<file path="src/rtl/tdc_pkg.sv">
// ----------------------------------------------------------------------------
// Tube digit crossfade package
// Shared widths, register codes, reset values and structs of the crossfade
// engine.
// ----------------------------------------------------------------------------
package tdc_pkg;

  localparam int TUBE_COUNT_DEF    = 4;
  localparam int CATHODE_COUNT_DEF = 10;

  localparam int PERIOD_W = 16;
  localparam int LEVEL_W  = 12;
  localparam int FADE_W   = 24;
  localparam int TUBE_W   = 2;
  localparam int DIGIT_W  = 4;

  // The divider handles range + ticks - 1, which needs one bit above the fade.
  localparam int DIV_W = FADE_W + 1;

  localparam int PADDR_W = 4;
  localparam int PDATA_W = 32;

  localparam logic [1:0] REG_PERIOD    = 2'd0;
  localparam logic [1:0] REG_LEVEL_MIN = 2'd1;
  localparam logic [1:0] REG_LEVEL_MAX = 2'd2;

  localparam logic [PERIOD_W-1:0] PERIOD_RST    = 16'd1000;
  localparam logic [LEVEL_W-1:0]  LEVEL_MIN_RST = 12'd0;
  localparam logic [LEVEL_W-1:0]  LEVEL_MAX_RST = 12'd4095;

  localparam logic FUNC_TICK   = 1'b0;
  localparam logic FUNC_SELECT = 1'b1;

  typedef struct packed {
    logic [PERIOD_W-1:0] period;
    logic [LEVEL_W-1:0]  level_min;
    logic [LEVEL_W-1:0]  level_max;
  } cfg_t;

  typedef struct packed {
    logic             start;
    logic [DIV_W-1:0] dividend;
    logic [DIV_W-1:0] divisor;
  } div_req_t;

  typedef struct packed {
    logic             done;
    logic [DIV_W-1:0] quotient;
  } div_rsp_t;

endpackage

</file>
<file path="src/rtl/tdc_if.sv">
// ----------------------------------------------------------------------------
// Tube digit crossfade channels
// Valid/ready channels for the request items and the level results.
// ----------------------------------------------------------------------------
interface tdc_in_if;
  logic                         valid;
  logic                         ready;
  logic                         func;
  logic [tdc_pkg::TUBE_W-1:0]   tube;
  logic [tdc_pkg::DIGIT_W-1:0]  digit;
  logic                         blank;
  logic [tdc_pkg::FADE_W-1:0]   fade_time_us;

  modport source (output valid, func, tube, digit, blank, fade_time_us, input ready);
  modport sink (input valid, func, tube, digit, blank, fade_time_us, output ready);
endinterface

interface tdc_out_if;
  logic                         valid;
  logic                         ready;
  logic [tdc_pkg::TUBE_W-1:0]   out_tube;
  logic [tdc_pkg::DIGIT_W-1:0]  out_digit;
  logic [tdc_pkg::LEVEL_W-1:0]  level;
  logic                         last;

  modport source (output valid, out_tube, out_digit, level, last, input ready);
  modport sink (input valid, out_tube, out_digit, level, last, output ready);
endinterface

</file>
<file path="src/rtl/tdc_cfg.sv">
// ----------------------------------------------------------------------------
// Tube digit crossfade configuration registers
// APB-style register file holding tick period and the level limits.
// ----------------------------------------------------------------------------
module tdc_cfg (
  input  logic                          clk_i,
  input  logic                          rst_ni,
  input  logic                          psel,
  input  logic                          penable,
  input  logic                          pwrite,
  input  logic [tdc_pkg::PADDR_W-1:0]   paddr,
  input  logic [tdc_pkg::PDATA_W-1:0]   pwdata,
  output logic [tdc_pkg::PDATA_W-1:0]   prdata,
  output logic                          pready,
  output tdc_pkg::cfg_t                 cfg_o
);

  tdc_pkg::cfg_t cfg_q;
  logic [1:0]    reg_idx;
  logic          wr_en;

  assign reg_idx = paddr[3:2];
  assign pready  = 1'b1;
  assign wr_en   = psel && penable && pwrite && pready;

  always_ff @(posedge clk_i or negedge rst_ni) begin
    if (!rst_ni) begin
      cfg_q.period    <= tdc_pkg::PERIOD_RST;
      cfg_q.level_min <= tdc_pkg::LEVEL_MIN_RST;
      cfg_q.level_max <= tdc_pkg::LEVEL_MAX_RST;
    end else if (wr_en) begin
      case (reg_idx)
        tdc_pkg::REG_PERIOD:    cfg_q.period    <= pwdata[tdc_pkg::PERIOD_W-1:0];
        tdc_pkg::REG_LEVEL_MIN: cfg_q.level_min <= pwdata[tdc_pkg::LEVEL_W-1:0];
        tdc_pkg::REG_LEVEL_MAX: cfg_q.level_max <= pwdata[tdc_pkg::LEVEL_W-1:0];
        default: ;
      endcase
    end
  end

  always_comb begin
    case (reg_idx)
      tdc_pkg::REG_PERIOD:    prdata = tdc_pkg::PDATA_W'(cfg_q.period);
      tdc_pkg::REG_LEVEL_MIN: prdata = tdc_pkg::PDATA_W'(cfg_q.level_min);
      tdc_pkg::REG_LEVEL_MAX: prdata = tdc_pkg::PDATA_W'(cfg_q.level_max);
      default:                prdata = '0;
    endcase
  end

  assign cfg_o = cfg_q;

endmodule

</file>
<file path="src/rtl/tdc_div.sv">
// ----------------------------------------------------------------------------
// Tube digit crossfade divider
// Restoring divider that produces one quotient bit per cycle.
// ----------------------------------------------------------------------------
module tdc_div (
  input  logic              clk_i,
  input  logic              rst_ni,
  input  tdc_pkg::div_req_t req_i,
  output tdc_pkg::div_rsp_t rsp_o
);

  localparam int W     = tdc_pkg::DIV_W;
  localparam int CNT_W = $clog2(W + 1);

  logic [W-1:0]     rem_q;
  logic [W-1:0]     quo_q;
  logic [W-1:0]     dvs_q;
  logic [CNT_W-1:0] cnt_q;
  logic             busy_q;
  logic             done_q;

  logic [W:0]   rem_sh;
  logic         ge;
  logic [W-1:0] rem_n;

  // Shift the next dividend bit into the partial remainder and try a subtract.
  assign rem_sh = {rem_q, quo_q[W-1]};
  assign ge     = rem_sh >= {1'b0, dvs_q};
  assign rem_n  = ge ? W'(rem_sh - {1'b0, dvs_q}) : rem_sh[W-1:0];

  always_ff @(posedge clk_i or negedge rst_ni) begin
    if (!rst_ni) begin
      busy_q <= 1'b0;
      done_q <= 1'b0;
      cnt_q  <= '0;
    end else begin
      done_q <= 1'b0;
      if (req_i.start && !busy_q) begin
        busy_q <= 1'b1;
        cnt_q  <= CNT_W'(W);
      end else if (busy_q) begin
        cnt_q <= cnt_q - CNT_W'(1);
        if (cnt_q == CNT_W'(1)) begin
          busy_q <= 1'b0;
          done_q <= 1'b1;
        end
      end
    end
  end

  always_ff @(posedge clk_i) begin
    if (req_i.start && !busy_q) begin
      rem_q <= '0;
      quo_q <= req_i.dividend;
      dvs_q <= req_i.divisor;
    end else if (busy_q) begin
      rem_q <= rem_n;
      quo_q <= {quo_q[W-2:0], ge};
    end
  end

  assign rsp_o.done     = done_q;
  assign rsp_o.quotient = quo_q;

endmodule

</file>
<file path="src/rtl/tdc_seq.sv">
// ----------------------------------------------------------------------------
// Tube digit crossfade sequencer
// Handles select requests, walks armed tubes on each tick, drives the shared
// divider for the step size and updates the cathode level memory.
// ----------------------------------------------------------------------------
module tdc_seq #(
  parameter int TUBE_COUNT    = tdc_pkg::TUBE_COUNT_DEF,
  parameter int CATHODE_COUNT = tdc_pkg::CATHODE_COUNT_DEF
) (
  input  logic              clk_i,
  input  logic              rst_ni,
  input  tdc_pkg::cfg_t     cfg_i,
  tdc_in_if.sink            in_i,
  tdc_out_if.source         out_o,
  output tdc_pkg::div_req_t div_req_o,
  input  tdc_pkg::div_rsp_t div_rsp_i
);

  localparam int LW    = tdc_pkg::LEVEL_W;
  localparam int FW    = tdc_pkg::FADE_W;
  localparam int DW    = tdc_pkg::DIV_W;
  localparam int TW    = (TUBE_COUNT > 1) ? $clog2(TUBE_COUNT) : 1;
  localparam int CW    = $clog2(CATHODE_COUNT);
  localparam int DEPTH = TUBE_COUNT * CATHODE_COUNT;
  localparam int AW    = $clog2(DEPTH);

  localparam logic [2:0] S_IDLE  = 3'd0;
  localparam logic [2:0] S_TUBE  = 3'd1;
  localparam logic [2:0] S_DIV1  = 3'd2;
  localparam logic [2:0] S_DIV2  = 3'd3;
  localparam logic [2:0] S_RD    = 3'd4;
  localparam logic [2:0] S_UPD   = 3'd5;
  localparam logic [2:0] S_NEXT  = 3'd6;
  localparam logic [2:0] S_FLUSH = 3'd7;

  logic [2:0]  state_q, state_d;
  logic [TW-1:0] t_q;
  logic [CW-1:0] c_q;
  logic [LW-1:0] step_q;
  logic          active_q;

  logic [TUBE_COUNT-1:0] armed_q;
  logic [TUBE_COUNT-1:0] tgt_on_q;
  logic [CW-1:0]         tgt_dig_q [TUBE_COUNT];
  logic [FW-1:0]         fade_q [TUBE_COUNT];

  logic [LW-1:0]    level_mem [DEPTH];
  logic [DEPTH-1:0] lvl_vld_q;
  logic [LW-1:0]    rd_data_q;
  logic             rd_vld_q;

  logic                        pend_vld_q;
  logic [tdc_pkg::TUBE_W-1:0]  pend_tube_q;
  logic [tdc_pkg::DIGIT_W-1:0] pend_digit_q;
  logic [LW-1:0]               pend_level_q;

  logic                        out_vld_q;
  logic [tdc_pkg::TUBE_W-1:0]  out_tube_q;
  logic [tdc_pkg::DIGIT_W-1:0] out_digit_q;
  logic [LW-1:0]               out_level_q;
  logic                        out_last_q;

  logic                 in_acc;
  logic [TW-1:0]        sel_tube;
  logic                 sel_ok;
  logic                 sel_on;
  logic [15:0]          period_eff;
  logic [LW-1:0]        range;
  logic [FW-1:0]        ticks;
  logic [AW-1:0]        addr;
  logic                 rising;
  logic [LW-1:0]        v;
  logic [LW:0]          sum_up;
  logic [LW:0]          lim_dn;
  logic [LW-1:0]        nv;
  logic                 stepped;
  logic                 nv_active;
  logic                 out_free;
  logic                 upd_stall;
  logic                 upd_go;
  logic                 t_last;
  logic                 c_last;
  logic                 load_out;

  assign in_i.ready = (state_q == S_IDLE);
  assign in_acc     = in_i.valid && in_i.ready;
  assign sel_tube   = TW'(in_i.tube);
  assign sel_ok     = int'(in_i.tube) < TUBE_COUNT;
  assign sel_on     = !in_i.blank && (int'(in_i.digit) < CATHODE_COUNT);

  assign period_eff = (cfg_i.period == '0) ? 16'd1 : cfg_i.period;
  assign range      = (cfg_i.level_max > cfg_i.level_min) ?
                      (cfg_i.level_max - cfg_i.level_min) : '0;
  assign ticks      = div_rsp_i.quotient[FW-1:0];

  assign addr   = AW'(int'(t_q) * CATHODE_COUNT + int'(c_q));
  assign t_last = (t_q == TW'(TUBE_COUNT - 1));
  assign c_last = (c_q == CW'(CATHODE_COUNT - 1));

  // A level never written still reads as its reset value of zero.
  assign rising = tgt_on_q[t_q] && (tgt_dig_q[t_q] == c_q);
  assign v      = rd_vld_q ? rd_data_q : '0;
  assign sum_up = {1'b0, v} + {1'b0, step_q};
  assign lim_dn = {1'b0, cfg_i.level_min} + {1'b0, step_q};

  always_comb begin
    nv      = v;
    stepped = 1'b0;
    if (rising) begin
      if (v <= cfg_i.level_max) begin
        stepped = 1'b1;
        nv      = (sum_up >= {1'b0, cfg_i.level_max}) ? cfg_i.level_max : sum_up[LW-1:0];
      end
    end else begin
      if (v >= cfg_i.level_min) begin
        stepped = 1'b1;
        nv      = ({1'b0, v} <= lim_dn) ? cfg_i.level_min : v - step_q;
      end
    end
  end

  assign nv_active = (nv > cfg_i.level_min) && (nv < cfg_i.level_max);

  // The newest result waits in the pending slot so that the last flag can be
  // set once the tick is known to produce nothing more.
  assign out_free  = !out_vld_q || out_o.ready;
  assign upd_stall = stepped && pend_vld_q && !out_free;
  assign upd_go    = (state_q == S_UPD) && !upd_stall;
  assign load_out  = pend_vld_q && out_free &&
                     (((state_q == S_UPD) && stepped) || (state_q == S_FLUSH));

  always_comb begin
    div_req_o.start    = 1'b0;
    div_req_o.dividend = DW'(fade_q[t_q]);
    div_req_o.divisor  = DW'(period_eff);
    if (state_q == S_TUBE) begin
      div_req_o.start = armed_q[t_q];
    end else if (state_q == S_DIV1) begin
      // Ceiling division: (range + ticks - 1) / ticks.
      div_req_o.start    = div_rsp_i.done && (ticks != '0);
      div_req_o.dividend = DW'(range) + DW'(ticks) - DW'(1);
      div_req_o.divisor  = DW'(ticks);
    end
  end

  always_comb begin
    state_d = state_q;
    case (state_q)
      S_IDLE: begin
        if (in_acc && (in_i.func == tdc_pkg::FUNC_TICK)) state_d = S_TUBE;
      end
      S_TUBE: state_d = armed_q[t_q] ? S_DIV1 : S_NEXT;
      S_DIV1: begin
        if (div_rsp_i.done) state_d = (ticks == '0) ? S_RD : S_DIV2;
      end
      S_DIV2: begin
        if (div_rsp_i.done) state_d = S_RD;
      end
      S_RD:   state_d = S_UPD;
      S_UPD: begin
        if (!upd_stall) state_d = c_last ? S_NEXT : S_RD;
      end
      S_NEXT: state_d = t_last ? S_FLUSH : S_TUBE;
      S_FLUSH: begin
        if (!pend_vld_q || out_free) state_d = S_IDLE;
      end
      default: state_d = S_IDLE;
    endcase
  end

  always_ff @(posedge clk_i or negedge rst_ni) begin
    if (!rst_ni) begin
      state_q    <= S_IDLE;
      t_q        <= '0;
      c_q        <= '0;
      active_q   <= 1'b0;
      armed_q    <= '0;
      tgt_on_q   <= '0;
      lvl_vld_q  <= '0;
      pend_vld_q <= 1'b0;
      out_vld_q  <= 1'b0;
    end else begin
      state_q <= state_d;
      if (in_acc && (in_i.func == tdc_pkg::FUNC_SELECT) && sel_ok) begin
        armed_q[sel_tube]  <= 1'b1;
        tgt_on_q[sel_tube] <= sel_on;
      end
      if (in_acc && (in_i.func == tdc_pkg::FUNC_TICK)) t_q <= '0;
      if (state_q == S_TUBE) begin
        c_q      <= '0;
        active_q <= 1'b0;
      end
      if (upd_go) begin
        lvl_vld_q[addr] <= 1'b1;
        if (nv_active) active_q <= 1'b1;
        if (!c_last) c_q <= c_q + CW'(1);
      end
      if (state_q == S_NEXT) begin
        if (!active_q) armed_q[t_q] <= 1'b0;
        if (!t_last) t_q <= t_q + TW'(1);
      end
      if (upd_go && stepped) begin
        pend_vld_q <= 1'b1;
      end else if ((state_q == S_FLUSH) && out_free) begin
        pend_vld_q <= 1'b0;
      end
      if (load_out) begin
        out_vld_q <= 1'b1;
      end else if (out_o.ready) begin
        out_vld_q <= 1'b0;
      end
    end
  end

  always_ff @(posedge clk_i) begin
    if (in_acc && (in_i.func == tdc_pkg::FUNC_SELECT) && sel_ok) begin
      tgt_dig_q[sel_tube] <= CW'(in_i.digit);
      fade_q[sel_tube]    <= in_i.fade_time_us;
    end
    if ((state_q == S_DIV1) && div_rsp_i.done && (ticks == '0)) begin
      step_q <= range;
    end else if ((state_q == S_DIV2) && div_rsp_i.done) begin
      step_q <= div_rsp_i.quotient[LW-1:0];
    end
    if (state_q == S_RD) begin
      rd_data_q <= level_mem[addr];
      rd_vld_q  <= lvl_vld_q[addr];
    end
    if (upd_go) begin
      level_mem[addr] <= nv;
    end
    if (upd_go && stepped) begin
      pend_tube_q  <= tdc_pkg::TUBE_W'(t_q);
      pend_digit_q <= tdc_pkg::DIGIT_W'(c_q);
      pend_level_q <= nv;
    end
    if (load_out) begin
      out_tube_q  <= pend_tube_q;
      out_digit_q <= pend_digit_q;
      out_level_q <= pend_level_q;
      out_last_q  <= (state_q == S_FLUSH);
    end
  end

  assign out_o.valid     = out_vld_q;
  assign out_o.out_tube  = out_tube_q;
  assign out_o.out_digit = out_digit_q;
  assign out_o.level     = out_level_q;
  assign out_o.last      = out_last_q;

endmodule

</file>
<file path="src/rtl/tube_digit_crossfade_top.sv">
// ----------------------------------------------------------------------------
// Tube digit crossfade engine
// Top level: configuration registers, shared divider and the tick sequencer.
// ----------------------------------------------------------------------------
// A select request arms a tube with its new digit and fade time. A tick request
// walks all TUBE_COUNT tubes: an armed tube uses the shared 25-bit restoring
// divider, which yields one quotient bit per cycle, up to twice (fade over
// period, then the rounded-up step), followed by a read and a write of the
// level memory for every cathode. Results leave in tube and cathode order;
// the final one of a tick carries last. No request is accepted until the
// tick has finished.
module tube_digit_crossfade_top #(
  parameter int TUBE_COUNT    = tdc_pkg::TUBE_COUNT_DEF,
  parameter int CATHODE_COUNT = tdc_pkg::CATHODE_COUNT_DEF
) (
  input  logic                         clk_i,
  input  logic                         rst_ni,
  tdc_in_if.sink                       in_i,
  tdc_out_if.source                    out_o,
  input  logic                         psel,
  input  logic                         penable,
  input  logic                         pwrite,
  input  logic [tdc_pkg::PADDR_W-1:0]  paddr,
  input  logic [tdc_pkg::PDATA_W-1:0]  pwdata,
  output logic [tdc_pkg::PDATA_W-1:0]  prdata,
  output logic                         pready
);

  tdc_pkg::cfg_t     cfg;
  tdc_pkg::div_req_t div_req;
  tdc_pkg::div_rsp_t div_rsp;

  tdc_cfg u_cfg (
    .clk_i   (clk_i),
    .rst_ni  (rst_ni),
    .psel    (psel),
    .penable (penable),
    .pwrite  (pwrite),
    .paddr   (paddr),
    .pwdata  (pwdata),
    .prdata  (prdata),
    .pready  (pready),
    .cfg_o   (cfg)
  );

  tdc_div u_div (
    .clk_i  (clk_i),
    .rst_ni (rst_ni),
    .req_i  (div_req),
    .rsp_o  (div_rsp)
  );

  tdc_seq #(
    .TUBE_COUNT    (TUBE_COUNT),
    .CATHODE_COUNT (CATHODE_COUNT)
  ) u_seq (
    .clk_i     (clk_i),
    .rst_ni    (rst_ni),
    .cfg_i     (cfg),
    .in_i      (in_i),
    .out_o     (out_o),
    .div_req_o (div_req),
    .div_rsp_i (div_rsp)
  );

endmodule

</file>
<file path="src/flat_wrapper.sv">
// flat-port wrapper written by rule: the top's interface ports become plain ports
module tube_digit_crossfade_top_flat 
#(
  parameter int TUBE_COUNT    = tdc_pkg::TUBE_COUNT_DEF,
  parameter int CATHODE_COUNT = tdc_pkg::CATHODE_COUNT_DEF
)
  (clk_i, rst_ni, psel, penable, pwrite, paddr, pwdata, prdata, pready, in_i_valid, in_i_func, in_i_tube, in_i_digit, in_i_blank, in_i_fade_time_us, in_i_ready, out_o_valid, out_o_out_tube, out_o_out_digit, out_o_level, out_o_last, out_o_ready);
  tdc_in_if in_i_i ();
  tdc_out_if out_o_i ();
  input  logic clk_i;
  input  logic rst_ni;
  input  logic psel;
  input  logic penable;
  input  logic pwrite;
  input  logic [tdc_pkg::PADDR_W-1:0] paddr;
  input  logic [tdc_pkg::PDATA_W-1:0] pwdata;
  output logic [tdc_pkg::PDATA_W-1:0] prdata;
  output logic pready;
  input wire logic [$bits(in_i_i.valid)-1:0] in_i_valid;
  input wire logic [$bits(in_i_i.func)-1:0] in_i_func;
  input wire logic [$bits(in_i_i.tube)-1:0] in_i_tube;
  input wire logic [$bits(in_i_i.digit)-1:0] in_i_digit;
  input wire logic [$bits(in_i_i.blank)-1:0] in_i_blank;
  input wire logic [$bits(in_i_i.fade_time_us)-1:0] in_i_fade_time_us;
  output wire logic [$bits(in_i_i.ready)-1:0] in_i_ready;
  output wire logic [$bits(out_o_i.valid)-1:0] out_o_valid;
  output wire logic [$bits(out_o_i.out_tube)-1:0] out_o_out_tube;
  output wire logic [$bits(out_o_i.out_digit)-1:0] out_o_out_digit;
  output wire logic [$bits(out_o_i.level)-1:0] out_o_level;
  output wire logic [$bits(out_o_i.last)-1:0] out_o_last;
  input wire logic [$bits(out_o_i.ready)-1:0] out_o_ready;
  assign in_i_i.valid = in_i_valid;
  assign in_i_i.func = in_i_func;
  assign in_i_i.tube = in_i_tube;
  assign in_i_i.digit = in_i_digit;
  assign in_i_i.blank = in_i_blank;
  assign in_i_i.fade_time_us = in_i_fade_time_us;
  assign in_i_ready = in_i_i.ready;
  assign out_o_valid = out_o_i.valid;
  assign out_o_out_tube = out_o_i.out_tube;
  assign out_o_out_digit = out_o_i.out_digit;
  assign out_o_level = out_o_i.level;
  assign out_o_last = out_o_i.last;
  assign out_o_i.ready = out_o_ready;
  tube_digit_crossfade_top #(.TUBE_COUNT(TUBE_COUNT), .CATHODE_COUNT(CATHODE_COUNT)) u_core (.clk_i(clk_i), .rst_ni(rst_ni), .in_i(in_i_i), .out_o(out_o_i), .psel(psel), .penable(penable), .pwrite(pwrite), .paddr(paddr), .pwdata(pwdata), .prdata(prdata), .pready(pready));
endmodule
</file>
<file path="config.mk">
export PLATFORM = sky130hd
export DESIGN_NAME = tube_digit_crossfade_top_flat
export DESIGN_NICKNAME = d
export VERILOG_FILES = /design/src/rtl/tdc_pkg.sv /design/src/rtl/tdc_if.sv /design/src/rtl/tdc_cfg.sv /design/src/rtl/tdc_div.sv /design/src/rtl/tdc_seq.sv /design/src/rtl/tube_digit_crossfade_top.sv /design/src/flat_wrapper.sv
export SDC_FILE = /design/constraint.sdc
export NUM_CORES = 1
export LEC_CHECK = 0
export ABC_CLOCK_PERIOD_IN_PS = 11400
export BUFFER_PORTS_ARGS = -buffer_cell sky130_fd_sc_hd__buf_2
export CAP_MARGIN = 25
export CORE_ASPECT_RATIO = 0.5
export CORE_UTILIZATION = 40
export CTS_BUF_LIST = sky130_fd_sc_hd__clkbuf_4 sky130_fd_sc_hd__clkbuf_8 sky130_fd_sc_hd__clkbuf_16
export DETAILED_ROUTE_END_ITERATION = 10
export PLACE_DENSITY_LB_ADDON = 0.25
export SLEW_MARGIN = 20
export SYNTH_ARGS = -nofsm -noshare
export SYNTH_HDL_FRONTEND = slang
export SYNTH_SLANG_ARGS = --single-unit
</file>
<file path="constraint.sdc">
create_clock -name clk_i -period 11.4 [get_ports clk_i]
set_clock_uncertainty 0.05 [all_clocks]
set_input_delay 0 -clock clk_i [delete_from_list [all_inputs] [get_ports clk_i]]
set_output_delay 0 -clock clk_i [all_outputs]
set_load 0.05 [all_outputs]
</file>
# Word level (Yosys, flattened, before mapping)
# Memories as Yosys holds them, arrays and structs flattened. A register that Yosys moved wholly into a read port is not among the register bits.
# Cells that the tools add are included.
[totals]
ff_bits = 232
mem_bits_ro = 0
word_cells = 201
out_inout_bits = 54
inputBits = 75
n_memories = 3
latch_bits = 0
ramBits = 592
[classes]
order_cmp = 15
n_div = 0
n_shift = 0
bitwise_logic = 6
n_reduce_logical = 47
n_mul = 1
n_addsub = 11
eq_ne = 18
muxes = 71
[memory_table]
columns = ["memory", "depth", "word_bits", "rd", "rd_ports_with_merged_regs", "write_ports", "line_no", "text"]
rows = [
  ["u_core.u_seq.level_mem", 40, 12, 1, 1, 1, "tdc_seq.sv:47", "logic [LW-1:0] level_mem [DEPTH];"],
  ["u_core.u_seq.fade_q", 4, 24, 1, 0, 1, "tdc_seq.sv:45", "logic [FW-1:0] fade_q [TUBE_COUNT];"],
  ["u_core.u_seq.tgt_dig_q", 4, 4, 1, 0, 1, "tdc_seq.sv:44", "logic [CW-1:0] tgt_dig_q [TUBE_COUNT];"],
]
[ops]
columns = ["op", "count"]
rows = [
  ["$mux W12", 9],
  ["$mux W25", 3],
  ["$mux W51", 1],
  ["$mux W50", 1],
  ["$pmux W16 S3", 1],
  ["$or A40 B40 Y40", 1],
  ["$mux W1", 27],
  ["$add A12 B12 Y13", 2],
  ["$ge A26 B25 Y1", 1],
  ["$add A12 B24 Y25", 1],
  ["$sub A25 B1 Y25 const B", 1],
  ["$sub A25 B25 Y25", 1],
  ["$gt A12 B12 Y1", 2],
  ["$logic_and A1 B1 Y1", 24],
  ["$logic_not A24 Y1", 1],
  ["$mux W3", 8],
  ["$mux W4", 6],
  ["$pmux W3 S8", 1],
  ["$reduce_bool A24 Y1", 1],
  ["$sub A12 B12 Y12", 2],
  ["$logic_not A16 Y1", 1],
  ["$mux W16", 1],
  ["$ge A13 B12 Y1", 1],
  ["$le A12 B13 Y1", 1],
  ["other kinds (42)", 71],
]

# Depth between registers and ports, before layout
# Gate-level depths: netlist (run 1).
[logic_depth]
depth_word = 10
depth_mapped = 32
depth_no_buf = 28

# By module
# Synthesis (run 1) repeated with hierarchy kept, for this count alone.
[hier_totals]
cells_unflattened = 3081
hier_area_um2 = 40012.1
[modules_own_cells]
columns = ["module", "cells_each", "area_per_inst_um2", "instances", "seq_area_each_um2"]
rows = [
  ["tdc_seq", 2508, 33487.1, 1, 21140.3],
  ["tdc_div", 420, 4524.3, 1, 2177.1],
  ["tdc_cfg", 153, 2000.7, 1, 1023.5],
]

# Least setup slack after synthesis (run 1)
# Ideal clock, no wire load.
[synth_path]
kind = "register -> register"
startpoint = "register u_core.u_seq.rd_vld_q"
endpoint = "register u_core.u_seq.active_q"
path_buffers = 4
setup_slack_ps = 3196
path_stages_with_launch = 32
arrival_ps = 7961
path_cell_list = "edfxtp_1 -> buf_2 -> clkbuf_1 -> and2_1 -> ha_1 -> inv_1 -> fa_1 -> o21bai_1 -> a21oi_1 -> or3_1 -> a211oi_1 -> nor4b_1 -> a211oi_1 -> ha_1 -> a211oi_1 -> nand3_1 -> a211oi_1 -> o311ai_0 -> a21oi_1 -> clkbuf_1 -> clkbuf_1 -> a21oi_1 -> a221oi_1 -> ha_1 -> a21oi_1 -> o22ai_1 -> o21ai_0 -> a21oi_1 -> nor3_1 -> nor3_1 -> a32oi_1 -> o21ai_0"
[synth_via]
elab_chain_cells = 10
word_cells_on_any_way = 24
cone_classes = "2 x add/sub; 6 x order compare; 11 x mux; 5 x reduce/logical"
[synth_rtl]
columns = ["element", "line_no", "text"]
rows = [
  ["start, declared", "tdc_seq.sv:50", "logic rd_vld_q;"],
  ["start signal, assigned", "tdc_seq.sv:227", "rd_vld_q <= lvl_vld_q[addr];"],
  ["$mux W12 (*)", "tdc_seq.sv:102", "assign v = rd_vld_q ? rd_data_q : '0;"],
  ["$add A12 B12 Y13", "tdc_seq.sv:103", "assign sum_up = {1'b0, v} + {1'b0, step_q};"],
  ["$ge A13 B12 Y1", "tdc_seq.sv:112", "nv = (sum_up >= {1'b0, cfg_i.level_max}) ? cfg_i.level_max : sum_up[LW-1:0];"],
  ["$mux W12", "tdc_seq.sv:112", ""],
  ["$mux W12", "tdc_seq.sv:110", "if (v <= cfg_i.level_max) begin"],
  ["$mux W12 (*)", "tdc_seq.sv:109", "if (rising) begin"],
  ["via u_core.u_seq.nv[7]", "tdc_seq.sv:75", "logic [LW-1:0] nv;"],
  ["$gt A12 B12 Y1 or $lt A12 B12 Y1 (tied branches)", "tdc_seq.sv:122", "assign nv_active = (nv > cfg_i.level_min) && (nv < cfg_i.level_max);"],
  ["$logic_and A1 B1 Y1 (*)", "tdc_seq.sv:122", ""],
  ["$mux W1 (*)", "tdc_seq.sv:195", "if (nv_active) active_q <= 1'b1;"],
  ["$mux W1 (*)", "tdc_seq.sv:193", "if (upd_go) begin"],
  ["end signal, assigned", "tdc_seq.sv:176", "active_q <= 1'b0;"],
  ["end signal, assigned", "tdc_seq.sv:191", "active_q <= 1'b0;"],
  ["end signal, assigned", "tdc_seq.sv:195", ""],
  ["end, declared", "tdc_seq.sv:40", "logic active_q;"],
]
# The timed path passes the listed nets; every way through them passes the cells marked *.
# A chain may end at the register's enable or synchronous reset.

# Worst setup path after layout (run 1)
# Same ends and word-level chain as after synthesis.

==> run summary, run 1 <==
WP data arrival = 8.30 ns
Sw power = 5.33 mW
Hold depth = 2
Clock Tree Buf Depth = 3
Critical path peak fanout = 43
Initial Util = 40.6%
Initial antenna violation count = 1
Global Route Usage Sum = 20.9%
Clock Pin Slew Worst Setup and Hold Paths = 0.07 ns
Hold path startpoint = in_i_digit[0]
Count leader, synth = edfxtp_1
EDFF count, synth = 703
Cell depth of the worst flop-to-flop path = 28
Drt via density = 5.62
Pwr/cell area = 287 nW/um2
CTS tree = built
CTS Sinks = 835
Number of buffers created by CTS = 78
Net Sw Frac = 40.7%
Average routed wire per standard cell = 22.7 um
Final setup violation count = 0
Site row count = 81
Reg power frac = 33.4%
Combinational share of power = 45.6%
Static Leakage = 16.6 nW
Clock share of power = 20.9%
Status = finished clean
Fillcell total = 8688
HPWL Detailed = 68400 um
Via count = 26293
Area growth syn-to-layout = 14.2%
Slew Viols, Final = 0
Layout Nets = 3553
RD Place Congestion = 0.879
Largest stage delay, worst path = 0.76 ns
Detail Route Antenna Nets = 0
Area contributors post-synth = edfxtp_1 53%, ha_1 5.9%, dfrtp_1 5.6%
# H-tree levels = 3
Core Region = 98400 um2
Hold Crit Class = in -> reg
Crit-path leading delay family = compound AO/OA/AOI/OAI gates
Dominant cell type by area after synthesis = edfxtp_1
Reg-to-reg endpoint = u_core.u_seq.active_q
Sequential cell area fraction in the yosys report = 60.8%
Number of global-route vias before repair = 26209
I/O pin count = 129
Least-Margin Pin Slew = 1.03 ns
Critical-path top delay cell = o21a_2
Period utilization = 68.0%
YS warnings = 0
P_int = 7.76 mW
WP data required = 11.94 ns
Max frequency = 129 MHz
Most used cell, CP = a211oi_1
Share of layout cells above drive strength 1 = 14.1%
Total power = 13.1 mW
I/O Buffers = 93
Number of setup buffers added after CTS = 0
Initial DRT Pass Iterations = 5
1st-iter DRT viols = 2310
Worst-Skew Late Latency = 0.68 ns
Slew HR = 31.2%
Fin crit period = 7.76 ns
Ys flop type = edfxtp_1
Cell Area, Synth = 40000 um2
Hold Fails Final Rpt = 0
CTS resizes = 0
Syn Inst Count = 3124
Crit end category = register
RSZ-0062 raised after global routing = false
First-pass GRT wire length = 160000 um
Netlist cell types = 90
Ys async rst share = 12.8%
Largest net degree at the start of global routing = 72
Top post-synthesis cells by count = 703 x edfxtp_1, 202 x nand2_1, 197 x a21oi_1, 190 x ha_1
Max cap viols = 0
Cell at the root of the clock tree = clkbuf_16
Crit start category = register
Die area = 101000 um2
GR Overflow Total = 0
Syn avg cell area = 12.8 um2
Yosys reg bits = 835
Worst Hold End = u_core.u_seq.tgt_dig_q[1][0]
Crit Path Class = reg -> reg
Post-synth top area share = 52.8%
Worst path bufs/invs = 2
Fin Setup TNS = 0 ns
DRC violations left = 0
R2r startpoint = u_core.u_seq.rd_vld_q
Routed WL = 106000 um
R2r setup slk = 3.64 ns
Max IR drop VDD = 180 uV
Die height = 226 um
Die W = 449 um
-- stage by stage --
stage,setup slack (ns),hold slack [ns],cell area [um2],utilization (%),std cells
final,3.64,0.0346,45700,46.4,4675
after global routing,2.99,0.0158,45600,46.4,4674
after CTS,3.64,0.000576,45600,46.3,4671
after detailed placement,3.68,0.0169,42300,43.0,4465
after global placement,3.76,0.0122,42200,42.9,4462
after floorplan,3.20,-0.346,40000,-,3139
-- power groups by stage --
| stage | clock, mW | combinational, mW | sequential [mW] |
|---|---|---|---|
| global placement | 0 | 5.80 | 4.43 |
| CTS | 2.79 | 5.96 | 4.38 |
| finish | 2.74 | 5.98 | 4.38 |
| floorplan | 0 | 4.03 | 4.37 |
| global route | 2.90 | 6.56 | 4.42 |
| detailed placement | 0 | 5.91 | 4.44 |
-- layout make-up --
class	count	area (um2)	share of cell area, %
diodes	2	5.00	0.0110
clock buffers	100	2160	4.74
clock inverters	43	526	1.15
inverters	153	574	1.26
multi-input cells	1981	14700	32.1
flip-flops and latches	835	24300	53.3
well taps	1328	1660	3.64
repair buffers	233	1730	3.78
-- worst max-delay path by stage --
stage | start | endpoint | slack [ns] | cells past startpoint
after floorplan | u_core.u_seq.rd_vld_q | u_core.u_seq.active_q | 3.20 | 31
after global placement | u_core.u_seq.rd_vld_q | u_core.u_seq.active_q | 3.76 | 29
after detailed placement | u_core.u_seq.rd_vld_q | u_core.u_seq.active_q | 3.68 | 29
after CTS | u_core.u_seq.rd_vld_q | u_core.u_seq.active_q | 3.64 | 29
after global routing | u_core.u_seq.rd_vld_q | u_core.u_seq.active_q | 2.99 | 28
final | u_core.u_seq.rd_vld_q | u_core.u_seq.active_q | 3.64 | 28
-- worst register-to-register path, delay by kind of cell (launching register included) --
kind	cells	cell delay (ns)
AO/OA/AOI/OAI	13	3.59
adder cells (fa/ha/maj)	4	1.19
buffers and inverters	2	0.35
flip-flops	1	0.74
multiplexers	1	0.13
AND/OR/NAND/NOR	8	1.63
-- placed cells by master (no fill, tap or decap), types with 30 or more instances in the layout --
| master | n |
|---|---|
| o211ai_1 | 37 |
| dfrtp_1 | 86 |
| buf_2 | 92 |
| mux2i_1 | 92 |
| o21bai_1 | 41 |
| mux4_2 | 38 |
| buf_4 | 75 |
| nor3_1 | 40 |
| nand2_1 | 201 |
| a22oi_1 | 95 |
| a21oi_1 | 194 |
| a211oi_1 | 33 |
| xnor2_1 | 58 |
| dlygate4sd3_1 | 62 |
| a21o_1 | 36 |
| mux2_2 | 37 |
| nand4_1 | 31 |
| nand3_1 | 43 |
| ha_1 | 189 |
| edfxtp_1 | 703 |
| a22o_1 | 30 |
| nor2_1 | 170 |
| inv_1 | 151 |
| clkbuf_16 | 80 |
| o21ai_0 | 182 |
-- cell families (layout without fill, tap and decap cells) --
family,after synthesis,in the layout,share of synthesized area [%]
AO/OA/AOI/OAI,845,845,14.0
flip-flops,835,835,60.8
AND/OR/NAND/NOR,676,676,8.29
buffers and inverters,323,529,3.36
adder cells (fa/ha/maj),199,199,6.33
multiplexers,167,167,5.49
XOR/XNOR,77,77,1.69
other,2,19,0.0188
-- routing by layer --
metal  vias up  routed length, um  track usage (%)
li1      12191                  -                -
met1     13179              46500             27.8
met2       747              50600             34.7
met3       176               5530             3.56
met4         0               3290             6.65
met5         -                  0                0
-- state kept, by name (all words and copies together), names as in the netlist, 2 cells and up --
register,flops
u_core.u_seq.level_mem,480
u_core.u_seq.fade_q,96
u_core.u_cfg.cfg_o,40
u_core.u_seq.lvl_vld_q,40
u_core.u_div.quo_q,25
u_core.u_div.rem_q,25
u_core.u_div.dvs_q,24
u_core.u_seq.tgt_dig_q,16
u_core.u_seq.out_o.level,12
u_core.u_seq.pend_level_q,12
u_core.u_seq.rd_data_q,12
u_core.u_seq.step_q,12
u_core.u_div.cnt_q,5
u_core.u_seq.armed_q,4
u_core.u_seq.c_q,4
u_core.u_seq.out_o.out_digit,4
u_core.u_seq.pend_digit_q,4
u_core.u_seq.tgt_on_q,4
u_core.u_seq.state_q,3
u_core.u_seq.out_o.out_tube,2
u_core.u_seq.pend_tube_q,2
u_core.u_seq.t_q,2
-- what timing repair did --
action,4_1_cts,5_1_grt
setup endpoints to repair,0,0
endpoints found under the hold margin,324,0
hold buffers,63,0
Note: power is estimated with default switching activity, not from simulation.
==> run 2, diff against run 1 <==
--- a/config.mk
+++ b/config.mk
@@ -5,7 +5,7 @@
 export SDC_FILE = /design/constraint.sdc
 export NUM_CORES = 1
 export LEC_CHECK = 0
-export ABC_CLOCK_PERIOD_IN_PS = 11400
+export ABC_CLOCK_PERIOD_IN_PS = 7260
 export BUFFER_PORTS_ARGS = -buffer_cell sky130_fd_sc_hd__buf_2
 export CAP_MARGIN = 25
 export CORE_ASPECT_RATIO = 0.5
==> constraint.sdc (replaced) <==
create_clock -name clk_i -period 7.26 [get_ports clk_i]
set_clock_uncertainty 0.05 [all_clocks]
set_input_delay 0 -clock clk_i [delete_from_list [all_inputs] [get_ports clk_i]]
set_output_delay 0 -clock clk_i [all_outputs]
set_load 0.05 [all_outputs]
==> run 2 against run 1 <==
Net effect:
- non-clock buffer count increased by 34
- global-route usage increased by 0.37 points
- clock power increased by 59%
- utilization increased by 0.27 points
- fmax increased by 15%
- final cell count increased by 0.66%
- clock-buffer cell count decreased by 9
- power increased by 59%
- flip-flop and latch count unchanged
- register-to-register slack got worse by 3.1 ns
- sequential power increased by 57%
- setup slack got worse by 3.1 ns
==> run summary, run 2 (same netlist as run 1, synthesis figures left out) <==
Hold Crit Class = in -> reg
Hold path startpoint = in_i_fade_time_us[13]
Crit end category = register
First-pass GRT wire length = 163000 um
Fillcell total = 8766
DRC violations left = 0
Fin Setup TNS = 0 ns
Finished Cell Area = 45900 um2
CTS tree = built
Slew HR = 31.4%
I/O pin count = 129
Static Leakage = 16.8 nW
Number of setup buffers added after CTS = 0
Ant diodes = 0
Placed Area = 42400 um2
Pre-CTS setup slack = 0.266 ns
Worst-Skew Late Latency = 0.69 ns
Number of buffers created by CTS = 78
Clock Pin Slew Worst Setup and Hold Paths = 0.07 ns
Global Route Usage Sum = 21.2%
Most frequent cells in the layout = 703 x edfxtp_1, 201 x nand2_1, 194 x a21oi_1
Initial DRT Pass Iterations = 5
Metal3 WL = 5710 um
Largest stage delay, worst path = 0.60 ns
R2r setup slk = 0.50 ns
Commonest non-fill, non-tap cell in the layout = edfxtp_1
Max FFs per register = 480
Clock Tree Buf Depth = 3
Final setup violation count = 0
Critical-path top delay cell = a41oi_2
Post-layout util = 46.7%
Drt via density = 5.63
Period utilization = 93.1%
Share of layout cells above drive strength 1 = 14.5%
Critical path peak fanout = 9
Hold Fails Final Rpt = 0
Detail Route Antenna Nets = 0
RSZ-0062 raised after global routing = false
Non-Filler Instances = 4706
Crit Path Class = reg -> reg
Initial Util = 40.6%
Top Layer Used = met4
Reg-to-reg endpoint = u_core.u_seq.active_q
RD Place Congestion = 0.904
Min Hold Slack = 0.0450 ns
Die area = 101000 um2
WP data required = 7.79 ns
Via count = 26494
Average routed wire per standard cell = 23.0 um
Max IR drop VDD = 264 uV
Reg with most FFs = u_core.u_seq.level_mem
Max frequency = 148 MHz
Largest net degree at the start of global routing = 72
WL met1 = 48100 um
R2r startpoint = u_core.u_cfg.cfg_o[12]
Largest registers = u_core.u_seq.level_mem: 480 flops, u_core.u_seq.fade_q: 96 flops
I/O Buffers = 93
Dpl cells = 4488
Fin crit period = 6.76 ns
Pwr/cell area = 452 nW/um2
Core Region = 98400 um2
Crit start category = register
Number of global-route vias before repair = 26484
1st-iter DRT viols = 2399
Least-Margin Pin Slew = 1.03 ns
CP Launch Point = u_core.u_cfg.cfg_o[12]
Initial antenna violation count = 0
Slew Viols, Final = 0
Hold depth = 2
Site row count = 81
# H-tree levels = 3
Layout Nets = 3587
Routed WL = 108000 um
Status = finished clean
Worst setup margin = 0.497 ns
Area growth syn-to-layout = 14.9%
Worst Hold End = u_core.u_seq.fade_q[3][13]
GR Overflow Total = 0
Total power = 20.8 mW
Die W = 449 um
Cell depth of the worst flop-to-flop path = 28
CTS Sinks = 835
Die height = 226 um
WP data arrival = 7.30 ns
HPWL Detailed = 70200 um
Wire length on met2 = 50900 um
Max cap viols = 0
Cell at the root of the clock tree = clkbuf_16
## run 2: cell count changes in the layout (fill, tap and decap cells not counted), sizes merged
cell / change
buf: +21
bufinv: +2
clkbuf: -9
clkinv: +7
clkinvlp: -1
diode: -2
dlygate4sd3: +13
## run 2: how the worst max path moves through the flow
stage                             to  slack (ns)  cells after the start
2_1_floorplan  u_core.u_seq.active_q        0.01                     31
3_3_place_gp   u_core.u_seq.active_q        0.28                     29
3_5_place_dp   u_core.u_seq.active_q        0.27                     29
4_1_cts        u_core.u_seq.active_q        0.20                     29
5_1_grt        u_core.u_seq.active_q        0.03                     29
6_report       u_core.u_seq.active_q        0.50                     28
## run 2: power breakdown
group          internal [mW]  switching, mW
Clock                   2.44           1.91
Combinational           3.39           6.17
Sequential              6.45          0.409
Total                   12.3           8.49
## run 2: critical path: cells and delay by family, from the launching register on
| kind | cells | cell delay [ns] |
|---|---|---|
| adder cells (fa/ha/maj) | 4 | 1.27 |
| XOR/XNOR | 1 | 0.08 |
| buffers and inverters | 2 | 0.33 |
| flip-flops | 1 | 0.57 |
| AO/OA/AOI/OAI | 13 | 3.36 |
| AND/OR/NAND/NOR | 8 | 0.99 |
## run 2: cell type report
cell class | count | area (um2) | area share [%]
Clock inverter | 51 | 612 | 1.33
Inverter | 153 | 574 | 1.25
Tap cell | 1328 | 1660 | 3.62
Clock buffer | 91 | 2080 | 4.53
Sequential cell | 835 | 24300 | 53.0
Multi-Input combinational cell | 1981 | 14700 | 31.9
Timing Repair Buffer | 267 | 2010 | 4.39
## run 2: repair_timing
action                                  CTS  global route
hold buffers                             76             0
endpoints found under the setup margin    0             1
endpoints found under the hold margin   298             0
gates resized for setup                   0             3
## run 2: layer usage
layer	vias up	GRT usage (%)
met5	-	0
met4	0	7.06
met3	172	3.59
met2	745	34.8
met1	13303	28.7
li1	12274	-
==> run 3, diff against run 2 <==
--- a/config.mk
+++ b/config.mk
@@ -10,7 +10,6 @@
 export CAP_MARGIN = 25
 export CORE_ASPECT_RATIO = 0.5
 export CORE_UTILIZATION = 40
-export CTS_BUF_LIST = sky130_fd_sc_hd__clkbuf_4 sky130_fd_sc_hd__clkbuf_8 sky130_fd_sc_hd__clkbuf_16
 export DETAILED_ROUTE_END_ITERATION = 10
 export PLACE_DENSITY_LB_ADDON = 0.25
 export SLEW_MARGIN = 20
==> run 3 against run 2 <==
Net effect:
- fmax hardly changed
- setup slack got worse by 0.0056 ns
- non-clock buffer count unchanged
- die area unchanged
- utilization about the same
- first-iteration DRC count shrank 4.3%
- design area about the same
- flip-flop and latch count unchanged
- clock-buffer cell count did not move
- clock power decreased by 1%
- worst hold slack worse by 0.0041 ns
- highest routed layer unchanged
==> run summary, run 3 (same netlist as run 1, synthesis figures left out) <==
Die area = 101000 um2
HPWL Detailed = 70200 um
Crit Path Class = reg -> reg
Area growth syn-to-layout = 14.8%
I/O Buffers = 93
RSZ-0062 raised after global routing = false
RD Place Congestion = 0.904
GR Overflow Total = 0
Hold Fails Final Rpt = 0
1st-iter DRT viols = 2296
Largest registers = u_core.u_seq.level_mem: 480 flops, u_core.u_seq.fade_q: 96 flops
Share of layout cells above drive strength 1 = 14.2%
Combinational share of power = 46.1%
CTS Sinks = 835
Fillcell total = 8780
Max IR drop VDD = 264 uV
Least-Margin Pin Slew = 1.04 ns
Initial antenna violation count = 0
Status = finished clean
Cell at the root of the clock tree = clkbuf_16
Clock share of power = 20.8%
Crit end category = register
Die height = 226 um
Slew HR = 30.4%
Sequential Area = 24300 um2
Multi-input logic area = 14700 um2
Site row count = 81
Clock Pin Slew Worst Setup and Hold Paths = 0.07 ns
DRC violations left = 0
Net Sw Frac = 40.9%
Crit start category = register
Max frequency = 148 MHz
Post-layout util = 46.6%
Largest stage delay, worst path = 0.60 ns
Via count = 26523
Slew Viols, Final = 0
Hold Crit Class = in -> reg
Routed WL = 108000 um
Number of buffers created by CTS = 78
Global Route Usage Sum = 21.2%
Layout Nets = 3587
Non-Filler Instances = 4707
Largest net degree at the start of global routing = 72
Number of global-route vias before repair = 26481
Fin crit period = 6.77 ns
Die W = 449 um
Critical-path top delay cell = a41oi_2
Max cap viols = 0
Period utilization = 93.2%
Worst-Skew Late Latency = 0.69 ns
Dpl cells = 4488
CTS tree = built
Average routed wire per standard cell = 22.9 um
Final setup violation count = 0
Pwr/cell area = 452 nW/um2
Clock Tree Buf Depth = 3
# H-tree levels = 3
Fin Setup TNS = 0 ns
Commonest non-fill, non-tap cell in the layout = edfxtp_1
Drt via density = 5.63
Initial DRT Pass Iterations = 5
WP data arrival = 7.30 ns
Max FFs per register = 480
P_int = 12.2 mW
Most frequent cells in the layout = 703 x edfxtp_1, 201 x nand2_1, 194 x a21oi_1
Reg with most FFs = u_core.u_seq.level_mem
Initial Util = 40.6%
First-pass GRT wire length = 163000 um
Reg power frac = 33.1%
Sw power = 8.48 mW
I/O pin count = 129
Detail Route Antenna Nets = 0
Core Region = 98400 um2
Static Leakage = 16.7 nW
Critical path peak fanout = 9
Number of setup buffers added after CTS = 0
WP data required = 7.79 ns
## run 3: power by group through the flow
stage                     Sequential, mW  Combinational [mW]  Clock [mW]
after floorplan                     6.84                6.37           0
after global placement              6.95                9.28           0
after detailed placement            6.96                9.46           0
after CTS                           6.86                9.55        4.37
after global routing                6.92                10.4        4.55
final                               6.86                9.56        4.30
## run 3: final cells by class
cell class                      instances  area share (%)
Sequential cell                       835            53.0
Multi-Input combinational cell       1981            32.0
Clock buffer                           91            4.45
Timing Repair Buffer                  267            4.39
Tap cell                             1328            3.62
Clock inverter                         51            1.33
Inverter                              153            1.25
Antenna cell                            1         0.00545
## run 3: stage by stage
step	area (um2)	total power [mW]	worst slack, ns	hold WS [ns]
finish	45900	20.7	0.492	0.0409
global route	45900	21.9	0.0310	0.0138
CTS	45900	20.8	0.195	0.00145
detailed placement	42400	16.4	0.266	0.0393
global placement	42400	16.2	0.277	0.0380
floorplan	40100	13.2	0.0102	-0.346
## run 3: worst max-delay path, delay by kind of cell (launching register included)
kind | cells | cell delay [ns]
compound gates | 13 | 3.35
fa+ha+maj | 4 | 1.27
simple gates | 8 | 0.99
flops | 1 | 0.57
buf+inv | 2 | 0.33
xor+xnor | 1 | 0.08
## run 3: per-layer routing
metal	vias up	track usage [%]	wire [um]
li1	12270	-	-
met1	13314	28.7	48000
met2	765	34.8	51000
met3	174	3.59	5610
met4	0	7.06	3340
met5	-	0	0
## run 3: final timing paths
kind	start	end	slack [ns]	cells after the start
hold reg to reg	u_core.u_seq.pend_digit_q[0]	u_core.u_seq.out_o.out_digit[0]	0.36	0
hold / removal	in_i_fade_time_us[20]	u_core.u_seq.fade_q[2][20]	0.04	2
setup / recovery	u_core.u_cfg.cfg_o[12]	u_core.u_seq.active_q	0.49	28
setup reg to reg	u_core.u_cfg.cfg_o[12]	u_core.u_seq.active_q	0.49	28
min in group asynchronous	rst_ni	u_core.u_cfg.cfg_o[31]	0.52	3
max in group asynchronous	rst_ni	u_core.u_seq.c_q[0]	5.74	4
## run 3: repair_timing
action	in CTS	in global routing
hold buffers	76	0
resized for setup	0	3
endpoints found under the hold margin	298	0
setup endpoints to repair	0	1
